### src/rtl/cgr_pkg.sv
// Package for the colour gradient ramp: item layouts, operation and status codes,
// and the structs that run between the sequencer, the blend unit and the top level.
// No dependencies.
package cgr_pkg;

  // Operation codes carried in the operation field of an input item
  typedef enum logic [2:0] {
    OP_QUERY    = 3'd0,
    OP_ADD      = 3'd1,
    OP_REMOVE   = 3'd2,
    OP_MOVE     = 3'd3,
    OP_RECOLOUR = 3'd4
  } op_t;

  // Status codes returned with every result item
  typedef enum logic [1:0] {
    ST_OK     = 2'd0,
    ST_FULL   = 2'd1,
    ST_ABSENT = 2'd2
  } status_t;

  // Colour layout: red 7:0, green 15:8, blue 23:16, alpha 31:24
  localparam logic [31:0] OPAQUE_BLACK = 32'hFF00_0000;
  localparam logic [31:0] OPAQUE_WHITE = 32'hFFFF_FFFF;
  localparam logic [15:0] POS_ZERO     = 16'h0000;
  localparam logic [15:0] POS_ONE      = 16'hFFFF;

  typedef struct packed {
    logic [2:0]  operation;
    logic [15:0] position;
    logic [3:0]  mark_index;
    logic [7:0]  query_level;
    logic [7:0]  red_in;
    logic [7:0]  green_in;
    logic [7:0]  blue_in;
    logic [7:0]  alpha_in;
  } in_item_t;

  typedef struct packed {
    logic [7:0] red_out;
    logic [7:0] green_out;
    logic [7:0] blue_out;
    logic [7:0] alpha_out;
    logic [4:0] stop_count;
    logic [1:0] status;
  } out_item_t;

  // One entry of the stop table
  typedef struct packed {
    logic [15:0] pos;
    logic [31:0] col;
  } stop_entry_t;

  typedef struct packed {
    logic     start;
    in_item_t item;
  } seq_req_t;

  typedef struct packed {
    logic      idle;
    logic      done;
    out_item_t item;
  } seq_rsp_t;

  typedef struct packed {
    logic        start;
    logic [7:0]  cl;
    logic [7:0]  cu;
    logic [15:0] t;
    logic [15:0] d;
  } lerp_req_t;

  typedef struct packed {
    logic       done;
    logic [7:0] q;
  } lerp_rsp_t;

  typedef enum logic [4:0] {
    S_INIT0,
    S_INIT1,
    S_IDLE,
    S_Q_SCAN,
    S_Q_LERP,
    S_Q_WAIT,
    S_I_START,
    S_I_SHIFT,
    S_I_LAST,
    S_D_START,
    S_D_SHIFT,
    S_M_READ,
    S_R_READ,
    S_DONE
  } seq_state_t;

  typedef enum logic [2:0] {
    L_IDLE,
    L_MUL_LO,
    L_MUL_HI,
    L_DIV,
    L_FIN
  } lerp_state_t;

endpackage

### src/rtl/cgr_chan_if.sv
// Valid/ready channel carrying one item of a given payload type.
// Depends on nothing; payload types come from cgr_pkg at the point of use.
interface cgr_chan_if #(
  parameter type payload_t = logic
);
  logic     valid;
  logic     ready;
  payload_t payload;

  modport source (output valid, output payload, input ready);
  modport sink (input valid, input payload, output ready);
endinterface

### src/rtl/cgr_lerp_unit.sv
// Shared blend unit: one channel of floor((cl*(d-t) + cu*t) / d) per request.
// One 8x16 multiplier used twice, then a restoring divider at one bit a cycle.
// Depends on cgr_pkg.
module cgr_lerp_unit (
  input  logic                 clk,
  input  logic                 rst,
  input  cgr_pkg::lerp_req_t   req,
  output cgr_pkg::lerp_rsp_t   rsp
);

  cgr_pkg::lerp_state_t state, state_next;

  logic [7:0]  cl, cl_next;
  logic [7:0]  cu, cu_next;
  logic [15:0] t, t_next;
  logic [15:0] d, d_next;
  logic [15:0] dmt, dmt_next;
  logic [23:0] acc, acc_next;
  logic [23:0] dsh, dsh_next;
  logic [7:0]  quo, quo_next;
  logic [2:0]  step, step_next;

  logic [7:0]  mul_a;
  logic [15:0] mul_b;
  logic [23:0] prod;
  logic [24:0] diff;
  logic        ge;

  assign mul_a = (state == cgr_pkg::L_MUL_LO) ? cl : cu;
  assign mul_b = (state == cgr_pkg::L_MUL_LO) ? dmt : t;
  assign prod  = {16'b0, mul_a} * {8'b0, mul_b};
  assign diff  = {1'b0, acc} - {1'b0, dsh};
  assign ge    = !diff[24];

  always_comb begin
    state_next = state;
    cl_next    = cl;
    cu_next    = cu;
    t_next     = t;
    d_next     = d;
    dmt_next   = dmt;
    acc_next   = acc;
    dsh_next   = dsh;
    quo_next   = quo;
    step_next  = step;
    case (state)
      cgr_pkg::L_IDLE: begin
        if (req.start) begin
          cl_next    = req.cl;
          cu_next    = req.cu;
          t_next     = req.t;
          d_next     = req.d;
          dmt_next   = req.d - req.t;
          state_next = cgr_pkg::L_MUL_LO;
        end
      end
      cgr_pkg::L_MUL_LO: begin
        acc_next   = prod;
        state_next = cgr_pkg::L_MUL_HI;
      end
      cgr_pkg::L_MUL_HI: begin
        acc_next   = acc + prod;
        dsh_next   = {1'b0, d, 7'b0};
        quo_next   = 8'd0;
        step_next  = 3'd7;
        state_next = cgr_pkg::L_DIV;
      end
      cgr_pkg::L_DIV: begin
        if (ge) begin
          acc_next = diff[23:0];
        end
        quo_next  = {quo[6:0], ge};
        dsh_next  = dsh >> 1;
        step_next = step - 3'd1;
        if (step == 3'd0) begin
          state_next = cgr_pkg::L_FIN;
        end
      end
      cgr_pkg::L_FIN: begin
        state_next = cgr_pkg::L_IDLE;
      end
      default: begin
        state_next = cgr_pkg::L_IDLE;
      end
    endcase
  end

  always_ff @(posedge clk) begin
    if (rst) begin
      state <= cgr_pkg::L_IDLE;
    end else begin
      state <= state_next;
    end
  end

  always_ff @(posedge clk) begin
    cl   <= cl_next;
    cu   <= cu_next;
    t    <= t_next;
    d    <= d_next;
    dmt  <= dmt_next;
    acc  <= acc_next;
    dsh  <= dsh_next;
    quo  <= quo_next;
    step <= step_next;
  end

  assign rsp.done = (state == cgr_pkg::L_FIN);
  assign rsp.q    = quo;

  // Restoring division keeps the remainder below twice the shifted divisor
  a_rem_bound: assert property (@(posedge clk) disable iff (rst)
    state == cgr_pkg::L_DIV |-> {1'b0, acc} < {dsh, 1'b0})
    else $error("blend remainder out of range");

endmodule

### src/rtl/cgr_stop_seq.sv
// Stop table sequencer: holds the sorted stop memory and the stop count, and
// walks the table one entry a cycle for queries, inserts, removals and moves.
// Depends on cgr_pkg and drives the shared blend unit cgr_lerp_unit.
module cgr_stop_seq #(
  parameter int MAX_STOPS = 16
) (
  input  logic               clk,
  input  logic               rst,
  input  cgr_pkg::seq_req_t  req,
  input  logic               hold,
  output cgr_pkg::seq_rsp_t  rsp,
  output cgr_pkg::lerp_req_t lerp_req,
  input  cgr_pkg::lerp_rsp_t lerp_rsp
);

  localparam int AW   = $clog2(MAX_STOPS);
  localparam int CW   = $clog2(MAX_STOPS + 1);
  localparam int CMPW = (CW > 4) ? CW : 4;

  cgr_pkg::seq_state_t state, state_next;

  logic [CW-1:0] count, count_next;
  logic [CW-1:0] k, k_next;
  logic [1:0]    ch, ch_next;
  logic [2:0]    op, op_next;
  logic [15:0]   new_pos, new_pos_next;
  logic [3:0]    idx, idx_next;
  logic [15:0]   p, p_next;
  logic [31:0]   new_col, new_col_next;
  logic [15:0]   d, d_next;
  logic [15:0]   t, t_next;
  logic [31:0]   col_lo, col_lo_next;
  logic [31:0]   col_hi, col_hi_next;
  logic [31:0]   res_col, res_col_next;
  cgr_pkg::stop_entry_t prev, prev_next;
  cgr_pkg::status_t     status, status_next;

  cgr_pkg::stop_entry_t mem [MAX_STOPS];
  cgr_pkg::stop_entry_t rd_data;
  cgr_pkg::stop_entry_t wr_data;
  logic [AW-1:0]        rd_addr;
  logic [AW-1:0]        wr_addr;
  logic                 we;

  logic present;
  logic full;

  assign present = CMPW'(req.item.mark_index) < CMPW'(count);
  assign full    = (count == CW'(MAX_STOPS));

  always_comb begin
    state_next   = state;
    count_next   = count;
    k_next       = k;
    ch_next      = ch;
    op_next      = op;
    new_pos_next = new_pos;
    idx_next     = idx;
    p_next       = p;
    new_col_next = new_col;
    d_next       = d;
    t_next       = t;
    col_lo_next  = col_lo;
    col_hi_next  = col_hi;
    res_col_next = res_col;
    prev_next    = prev;
    status_next  = status;
    rd_addr      = '0;
    wr_addr      = '0;
    wr_data      = rd_data;
    we           = 1'b0;
    lerp_req.start = 1'b0;
    lerp_req.cl    = col_lo[{ch, 3'b000} +: 8];
    lerp_req.cu    = col_hi[{ch, 3'b000} +: 8];
    lerp_req.t     = t;
    lerp_req.d     = d;

    case (state)
      cgr_pkg::S_INIT0: begin
        we         = 1'b1;
        wr_addr    = '0;
        wr_data    = '{pos: cgr_pkg::POS_ZERO, col: cgr_pkg::OPAQUE_BLACK};
        state_next = cgr_pkg::S_INIT1;
      end
      cgr_pkg::S_INIT1: begin
        we         = 1'b1;
        wr_addr    = AW'(1);
        wr_data    = '{pos: cgr_pkg::POS_ONE, col: cgr_pkg::OPAQUE_WHITE};
        state_next = cgr_pkg::S_IDLE;
      end
      cgr_pkg::S_IDLE: begin
        if (req.start) begin
          op_next      = req.item.operation;
          new_pos_next = req.item.position;
          idx_next     = req.item.mark_index;
          p_next       = {req.item.query_level, req.item.query_level};
          new_col_next = {req.item.alpha_in, req.item.blue_in,
                          req.item.green_in, req.item.red_in};
          res_col_next = '0;
          status_next  = cgr_pkg::ST_OK;
          k_next       = '0;
          rd_addr      = AW'(req.item.mark_index);
          state_next   = cgr_pkg::S_DONE;
          case (req.item.operation)
            cgr_pkg::OP_QUERY: begin
              rd_addr = '0;
              if (count == '0) begin
                res_col_next = cgr_pkg::OPAQUE_BLACK;
              end else begin
                state_next = cgr_pkg::S_Q_SCAN;
              end
            end
            cgr_pkg::OP_ADD: begin
              if (full) begin
                status_next = cgr_pkg::ST_FULL;
              end else begin
                state_next = cgr_pkg::S_I_START;
              end
            end
            cgr_pkg::OP_REMOVE: begin
              if (!present) begin
                status_next = cgr_pkg::ST_ABSENT;
              end else begin
                state_next = cgr_pkg::S_D_START;
              end
            end
            cgr_pkg::OP_MOVE: begin
              if (!present) begin
                status_next = cgr_pkg::ST_ABSENT;
              end else begin
                state_next = cgr_pkg::S_M_READ;
              end
            end
            cgr_pkg::OP_RECOLOUR: begin
              if (!present) begin
                status_next = cgr_pkg::ST_ABSENT;
              end else begin
                state_next = cgr_pkg::S_R_READ;
              end
            end
            default: begin
              state_next = cgr_pkg::S_DONE;
            end
          endcase
        end
      end
      cgr_pkg::S_Q_SCAN: begin
        rd_addr = AW'(k + CW'(1));
        if (rd_data.pos > p) begin
          if (k == '0) begin
            res_col_next = rd_data.col;
            state_next   = cgr_pkg::S_DONE;
          end else begin
            d_next      = rd_data.pos - prev.pos;
            t_next      = p - prev.pos;
            col_lo_next = prev.col;
            col_hi_next = rd_data.col;
            ch_next     = '0;
            state_next  = cgr_pkg::S_Q_LERP;
          end
        end else begin
          prev_next = rd_data;
          if (k + CW'(1) == count) begin
            res_col_next = rd_data.col;
            state_next   = cgr_pkg::S_DONE;
          end else begin
            k_next = k + CW'(1);
          end
        end
      end
      cgr_pkg::S_Q_LERP: begin
        lerp_req.start = 1'b1;
        state_next     = cgr_pkg::S_Q_WAIT;
      end
      cgr_pkg::S_Q_WAIT: begin
        if (lerp_rsp.done) begin
          res_col_next[{ch, 3'b000} +: 8] = lerp_rsp.q;
          if (ch == 2'd3) begin
            state_next = cgr_pkg::S_DONE;
          end else begin
            ch_next    = ch + 2'd1;
            state_next = cgr_pkg::S_Q_LERP;
          end
        end
      end
      cgr_pkg::S_I_START: begin
        if (count == '0) begin
          we         = 1'b1;
          wr_addr    = '0;
          wr_data    = '{pos: new_pos, col: new_col};
          count_next = count + CW'(1);
          state_next = cgr_pkg::S_DONE;
        end else begin
          k_next     = count - CW'(1);
          rd_addr    = AW'(count - CW'(1));
          state_next = cgr_pkg::S_I_SHIFT;
        end
      end
      cgr_pkg::S_I_SHIFT: begin
        we      = 1'b1;
        wr_addr = AW'(k + CW'(1));
        if (rd_data.pos > new_pos) begin
          // shift this entry up and keep looking lower
          wr_data = rd_data;
          if (k == '0) begin
            state_next = cgr_pkg::S_I_LAST;
          end else begin
            k_next  = k - CW'(1);
            rd_addr = AW'(k - CW'(1));
          end
        end else begin
          wr_data    = '{pos: new_pos, col: new_col};
          count_next = count + CW'(1);
          state_next = cgr_pkg::S_DONE;
        end
      end
      cgr_pkg::S_I_LAST: begin
        we         = 1'b1;
        wr_addr    = '0;
        wr_data    = '{pos: new_pos, col: new_col};
        count_next = count + CW'(1);
        state_next = cgr_pkg::S_DONE;
      end
      cgr_pkg::S_D_START: begin
        k_next  = CW'(idx);
        rd_addr = AW'(CMPW'(idx) + CMPW'(1));
        if (CMPW'(idx) + CMPW'(1) >= CMPW'(count)) begin
          count_next = count - CW'(1);
          state_next = (op == cgr_pkg::OP_MOVE) ? cgr_pkg::S_I_START : cgr_pkg::S_DONE;
        end else begin
          state_next = cgr_pkg::S_D_SHIFT;
        end
      end
      cgr_pkg::S_D_SHIFT: begin
        we      = 1'b1;
        wr_addr = AW'(k);
        wr_data = rd_data;
        rd_addr = AW'(k + CW'(2));
        if (k + CW'(2) >= count) begin
          count_next = count - CW'(1);
          state_next = (op == cgr_pkg::OP_MOVE) ? cgr_pkg::S_I_START : cgr_pkg::S_DONE;
        end else begin
          k_next = k + CW'(1);
        end
      end
      cgr_pkg::S_M_READ: begin
        new_col_next = rd_data.col;
        state_next   = cgr_pkg::S_D_START;
      end
      cgr_pkg::S_R_READ: begin
        we         = 1'b1;
        wr_addr    = AW'(idx);
        wr_data    = '{pos: rd_data.pos, col: new_col};
        state_next = cgr_pkg::S_DONE;
      end
      cgr_pkg::S_DONE: begin
        if (!hold) begin
          state_next = cgr_pkg::S_IDLE;
        end
      end
      default: begin
        state_next = cgr_pkg::S_IDLE;
      end
    endcase
  end

  always_ff @(posedge clk) begin
    if (rst) begin
      state <= cgr_pkg::S_INIT0;
      count <= CW'(2);
    end else begin
      state <= state_next;
      count <= count_next;
    end
  end

  always_ff @(posedge clk) begin
    k       <= k_next;
    ch      <= ch_next;
    op      <= op_next;
    new_pos <= new_pos_next;
    idx     <= idx_next;
    p       <= p_next;
    new_col <= new_col_next;
    d       <= d_next;
    t       <= t_next;
    col_lo  <= col_lo_next;
    col_hi  <= col_hi_next;
    res_col <= res_col_next;
    prev    <= prev_next;
    status  <= status_next;
  end

  // Stop memory: one write and one registered read a cycle
  always_ff @(posedge clk) begin
    if (we) begin
      mem[wr_addr] <= wr_data;
    end
    rd_data <= mem[rd_addr];
  end

  assign rsp.idle            = (state == cgr_pkg::S_IDLE);
  assign rsp.done            = (state == cgr_pkg::S_DONE) && !hold;
  assign rsp.item.red_out    = res_col[7:0];
  assign rsp.item.green_out  = res_col[15:8];
  assign rsp.item.blue_out   = res_col[23:16];
  assign rsp.item.alpha_out  = res_col[31:24];
  assign rsp.item.stop_count = 5'(count);
  assign rsp.item.status     = status;

  a_count_max: assert property (@(posedge clk) disable iff (rst)
    count <= CW'(MAX_STOPS))
    else $error("stop count above table size");

  a_write_span: assert property (@(posedge clk) disable iff (rst)
    we |-> CW'(wr_addr) <= count)
    else $error("table write beyond held stops");

  a_scan_span: assert property (@(posedge clk) disable iff (rst)
    state == cgr_pkg::S_Q_SCAN |-> k < count)
    else $error("query scan past last held stop");

endmodule

### src/rtl/color_gradient_ramp_core.sv
// Top level of the colour gradient ramp: valid/ready item channels, result register,
// stop table sequencer and shared blend unit.
// Depends on cgr_pkg, cgr_chan_if, cgr_stop_seq and cgr_lerp_unit.
//
//   channel    modport  payload               carries
//   request    sink     cgr_pkg::in_item_t    one operation on the stop table
//   response   source   cgr_pkg::out_item_t   colour, stop count and status
//
// Sequencing: an item is taken only while the sequencer is idle and runs to
// completion before the next is taken. A query scans the table one stop a cycle
// through the memory's read port, then takes the four channels in turn through the
// shared blend unit (two multiply steps, eight divide steps); an end-colour query
// skips the blend. An add shifts the stops above its position up, a remove shifts
// those above the index down, a move removes then re-adds its stop, a recolour rewrites one.
// Reset: synchronous; after rst falls the table loads the two default stops
// (black at 0, white at 1.0) in its init states before request.ready rises.
// Stalls: a finished result waits in the response register; a new request is taken
// meanwhile, and its result is held back in the sequencer until that register frees.
module color_gradient_ramp_core #(
  parameter int MAX_STOPS = 16
) (
  input logic        clk,
  input logic        rst,
  cgr_chan_if.sink   request,
  cgr_chan_if.source response
);

  cgr_pkg::seq_req_t  seq_req;
  cgr_pkg::seq_rsp_t  seq_rsp;
  cgr_pkg::lerp_req_t lerp_req;
  cgr_pkg::lerp_rsp_t lerp_rsp;

  logic               out_valid;
  cgr_pkg::out_item_t out_item;
  logic               hold;

  // Take a new item only while the sequencer sits idle
  assign request.ready = seq_rsp.idle;
  assign seq_req.start = request.valid && request.ready;
  assign seq_req.item  = request.payload;

  // Hold the sequencer's result while the response register is still occupied
  assign hold = out_valid && !response.ready;

  cgr_stop_seq #(
    .MAX_STOPS (MAX_STOPS)
  ) u_seq (
    .clk      (clk),
    .rst      (rst),
    .req      (seq_req),
    .hold     (hold),
    .rsp      (seq_rsp),
    .lerp_req (lerp_req),
    .lerp_rsp (lerp_rsp)
  );

  cgr_lerp_unit u_lerp (
    .clk (clk),
    .rst (rst),
    .req (lerp_req),
    .rsp (lerp_rsp)
  );

  // Response register: load on a finished item, drop once taken
  always_ff @(posedge clk) begin
    if (rst) begin
      out_valid <= 1'b0;
    end else if (seq_rsp.done) begin
      out_valid <= 1'b1;
    end else if (response.ready) begin
      out_valid <= 1'b0;
    end
  end

  always_ff @(posedge clk) begin
    if (seq_rsp.done) begin
      out_item <= seq_rsp.item;
    end
  end

  assign response.valid   = out_valid;
  assign response.payload = out_item;

  // A result must never land on top of one that has not been taken
  a_no_overwrite: assert property (@(posedge clk) disable iff (rst)
    seq_rsp.done |-> !(out_valid && !response.ready))
    else $error("result overwrote a pending item");

endmodule
### src/flat_wrapper.sv
// flat-port wrapper written by rule: the top's interface ports become plain ports
module color_gradient_ramp_core_flat 
#(
  parameter int MAX_STOPS = 16
)
  (clk, rst, request_valid, request_payload, request_ready, response_valid, response_payload, response_ready);
  cgr_chan_if request_i ();
  cgr_chan_if response_i ();
  input logic clk;
  input logic rst;
  input wire logic [$bits(request_i.valid)-1:0] request_valid;
  input wire logic [$bits(request_i.payload)-1:0] request_payload;
  output wire logic [$bits(request_i.ready)-1:0] request_ready;
  output wire logic [$bits(response_i.valid)-1:0] response_valid;
  output wire logic [$bits(response_i.payload)-1:0] response_payload;
  input wire logic [$bits(response_i.ready)-1:0] response_ready;
  assign request_i.valid = request_valid;
  assign request_i.payload = request_payload;
  assign request_ready = request_i.ready;
  assign response_valid = response_i.valid;
  assign response_payload = response_i.payload;
  assign response_i.ready = response_ready;
  color_gradient_ramp_core #(.MAX_STOPS(MAX_STOPS)) u_core (.clk(clk), .rst(rst), .request(request_i), .response(response_i));
endmodule
### config.mk
export PLATFORM = sky130hd
export DESIGN_NAME = color_gradient_ramp_core_flat
export DESIGN_NICKNAME = d
export VERILOG_FILES = /design/src/rtl/cgr_pkg.sv /design/src/rtl/cgr_chan_if.sv /design/src/rtl/cgr_lerp_unit.sv /design/src/rtl/cgr_stop_seq.sv /design/src/rtl/color_gradient_ramp_core.sv /design/src/flat_wrapper.sv
export SDC_FILE = /design/constraint.sdc
export NUM_CORES = 1
export LEC_CHECK = 0
export BUFFER_PORTS_ARGS = -buffer_cell sky130_fd_sc_hd__buf_2
export CELL_PAD_IN_SITES_DETAIL_PLACEMENT = 1
export CELL_PAD_IN_SITES_GLOBAL_PLACEMENT = 1
export CORE_ASPECT_RATIO = 1.2
export CORE_MARGIN = 5
export CORE_UTILIZATION = 60
export CTS_CLUSTER_SIZE = 20
export DETAILED_ROUTE_END_ITERATION = 10
export PLACE_DENSITY = 0.95
export SYNTH_ARGS = -nofsm -noshare
export SYNTH_HDL_FRONTEND = slang
export SYNTH_HIERARCHICAL = 1
export SYNTH_SLANG_ARGS = --single-unit
### constraint.sdc
create_clock -name clk -period 15.7 [get_ports clk]
set_input_delay 3.14 -clock clk [delete_from_list [all_inputs] [get_ports clk]]
set_output_delay 3.14 -clock clk [all_outputs]
set_load 0.02 [all_outputs]
==> results by group <==
Run status
  • Status: complete, no violations

Global routing
  • Grt ovf: 0
  • Gr usage total: about a third
  • Largest net degree at the start of global routing: 97
  • Global-route wire length before repair: about 76,000 um
  • Antenna violations before repair: 0
  • Vias in the first global route: around 12,000

Min path
  • Hold depth: 0
  • Worst Hold Class: flip-flop to flip-flop
  • Start point of the worst hold path: u_core/u_seq/status[0]$_DFFE_PP_
  • Hold EP: u_core/response.payload$_DFFE_PP_

Floorplanning
  • Chip Width: roughly 160 um
  • Die height: 185 um
  • DIE AREA: 28,800 um2
  • Core area: ~25,000 um2
  • Initial core utilization: between 60% and 70%
  • Rows: 64
  • I/O pin total: 8

CTS
  • Post-CTS Hold Buffers: 0
  • CTS max path bufs: 3
  • CTS resizes: 0
  • Clock latency on the worst-skew pair: 570 ps
  • Clock Tree Root: clkbuf_16
  • H-tree levels: 1
  • Sink Count: 328
  • Setup Fix Bufs, Post-CTS: 0
  • CTS tree: built
  • CTS clk-pin slew, worst paths: about 60 ps
  • Num CTS Buffers: 31

Synth
  • Synthesized area: 15,300 um2
  • Avg Inst Size Synth: about 11 um2
  • Syn Inst Count: roughly 1,400
  • Synth warnings: 6

Final layout
  • Antenna cell count: 0
  • Design Area, Final: 16,700 um2
  • Layout cells sized above 1: between 8 and 9%
  • Area growth, synth to finish: 9.44%
  • Final #Nets: roughly 1,400
  • Non-filler instance count after layout: 1,705

Routing
  • Post-DRT Antenna Nets: 0
  • Pre-antenna DRT Iters: 5
  • DR vias/cell: between 6 and 7
  • Final wirelength: ~50,000 um
  • DRT iter0 DRCs: roughly 1,300
  • # DRC: 0
  • Post-DR wirelength/cell: around 30 um
  • Via count: approximately 12,000

Pwr
  • Sequential Power Share: 41.9%
  • Gate power share: about 33%
  • Maximum vdd drop: roughly 92 uV
  • Switch share: 37.9%
  • Static Leakage: 5.93 nW
  • Pint: between 2 and 2.5 mW
  • Sw Pwr: 1.25 mW
  • Power density over the cells: 197 nW/um2
  • Clock network fraction of total power: 24.8%

Setup path
  • R2R cell count: 12
  • Slowest stage delay, CP: about 730 ps
  • CP Data Required Time: around 13,000 ps
  • CP Capture Type: output port
  • Worst-path fanout max: 23
  • Worst reg2reg setup slack: roughly 11,000 ps
  • Delay-heaviest family, CP: simple AND/OR/NAND/NOR gates
  • Worst r2r src: u_core/u_seq/state[2]$_SDFFE_PP0P_
  • Critical-path cell list: nor4b_2 > buf_2
  • Slowest cell on the critical path: nor4b_2
  • Buffers & Inverters on Critical Path: 1
  • Crit path DAT: approximately 2100 ps
  • Critical path class: flip-flop to output port
  • Critical R2R Capture: u_core/u_seq/rd_data[37]$_DFF_P_
  • Worst setup SP type: flip-flop

Place
  • Placed inst area: 15,600 um2
  • I/O Buffers: 6
  • Routability Congestion: 0.930
  • Placed cell count: about 1,700
  • Detailed Place HPWL: about 28,000 um
  • Pre-CTS setup slack: 10,940 ps

STA
  • Final slew viol count: 0
  • Hold_ws: 461 ps
  • Slew @ Worst Pin: ~1500 ps
  • Fraction of the cycle the final worst path needs: 33.6%
  • Fmax: approximately 190 MHz
  • Final min period: roughly 5300 ps
  • Final Hold Fails: 0
  • RSZ-0062 raised after global routing: false
  • Setup violations, final: 0
  • Setup TNS: 0 ps
  • Max Clock Skew: 16.0 ps
  • Max-slew headroom: 2.07%
  • Worst setup margin: 10,430 ps

Job
  • Max_cap viols: 0
## power by group through the flow
stage / combinational (mW) / sequential (mW) / clock [mW]
after floorplan: 0.705 / 1.33 / 0
after global placement: 0.895 / 1.37 / 0
after detailed placement: 0.999 / 1.38 / 0
after CTS: 1.06 / 1.37 / 0.819
after global routing: 1.16 / 1.38 / 0.865
final: 1.10 / 1.38 / 0.817
## placed cells by master, fill, tap and decap left out, drive strengths merged, types with 4 or more instances in the layout
master	count
mux2i	19
or3	8
and2	4
dfxtp	29
nand3	45
nand4	8
a221oi	18
nand2b	10
nor2b	6
o31ai	5
ha	58
conb	54
clkbuf	43
and3	5
a21oi	143
a22oi	5
o21ai	24
buf	34
o21a	4
xnor2	13
nand2	293
edfxtp	299
xor2	8
a21o	6
a31oi	21
a211oi	7
nor2	55
inv	50
clkinv	5
a32oi	18
nor3	13
bufinv	5
## metal layers
layer	wire length [um]	track usage, %
met3	4340	6.52
met2	25400	61.1
met5	0	0
met4	3290	19.5
met1	17300	41.3
## sequential cells by signal, summed over array words and instances (netlist names)
signal,cells
u_core/u_seq/mem,256
u_core/u_seq/new_pos,16
u_core/u_seq/rd_data,16
u_core/u_seq/p,8
u_core/u_seq/count,5
u_core/u_seq/k,5
u_core/u_seq/idx,4
u_core/u_seq/state,4
u_core/u_lerp/state,3
u_core/u_lerp/step,3
u_core/u_seq/op,3
u_core/u_seq/ch,2
u_core/response.payload,1
u_core/response.valid,1
u_core/u_seq/status,1
## layout make-up
cell class                 count  area [um2]
sequential                   328        9560
fill                        2530        8570
multi-input combinational    908        5250
clock buffer                  43         891
tap                          330         413
timing repair buffer          34         240
clock inverter                12         194
inverter                      50         188
## worst max-delay path by stage
stage / end / depth (start not counted) / start / slack (ps)
after global routing: request_ready / 2 / u_core/u_seq/state[3]$_SDFFE_PP0P_ / 10280
after detailed placement: u_core/u_seq/k[2]$_DFFE_PP_ / 5 / request_valid / 10940
after floorplan: u_core/u_seq/k[0]$_DFFE_PP_ / 4 / request_valid / 11320
after global placement: u_core/u_seq/k[0]$_DFFE_PP_ / 5 / request_valid / 11000
final: request_ready / 2 / u_core/u_seq/state[3]$_SDFFE_PP0P_ / 10430
after CTS: request_ready / 2 / u_core/u_seq/state[3]$_SDFFE_PP0P_ / 10440
## stage by stage
step	utilization (%)	power (mW)
3_3_place_gp	61.8	2.26
5_1_grt	66.1	3.41
6_report	66.1	3.29
2_1_floorplan	-	2.04
4_1_cts	66.1	3.25
3_5_place_dp	61.8	2.38
No activity file was read; power rests on OpenSTA's default activity.
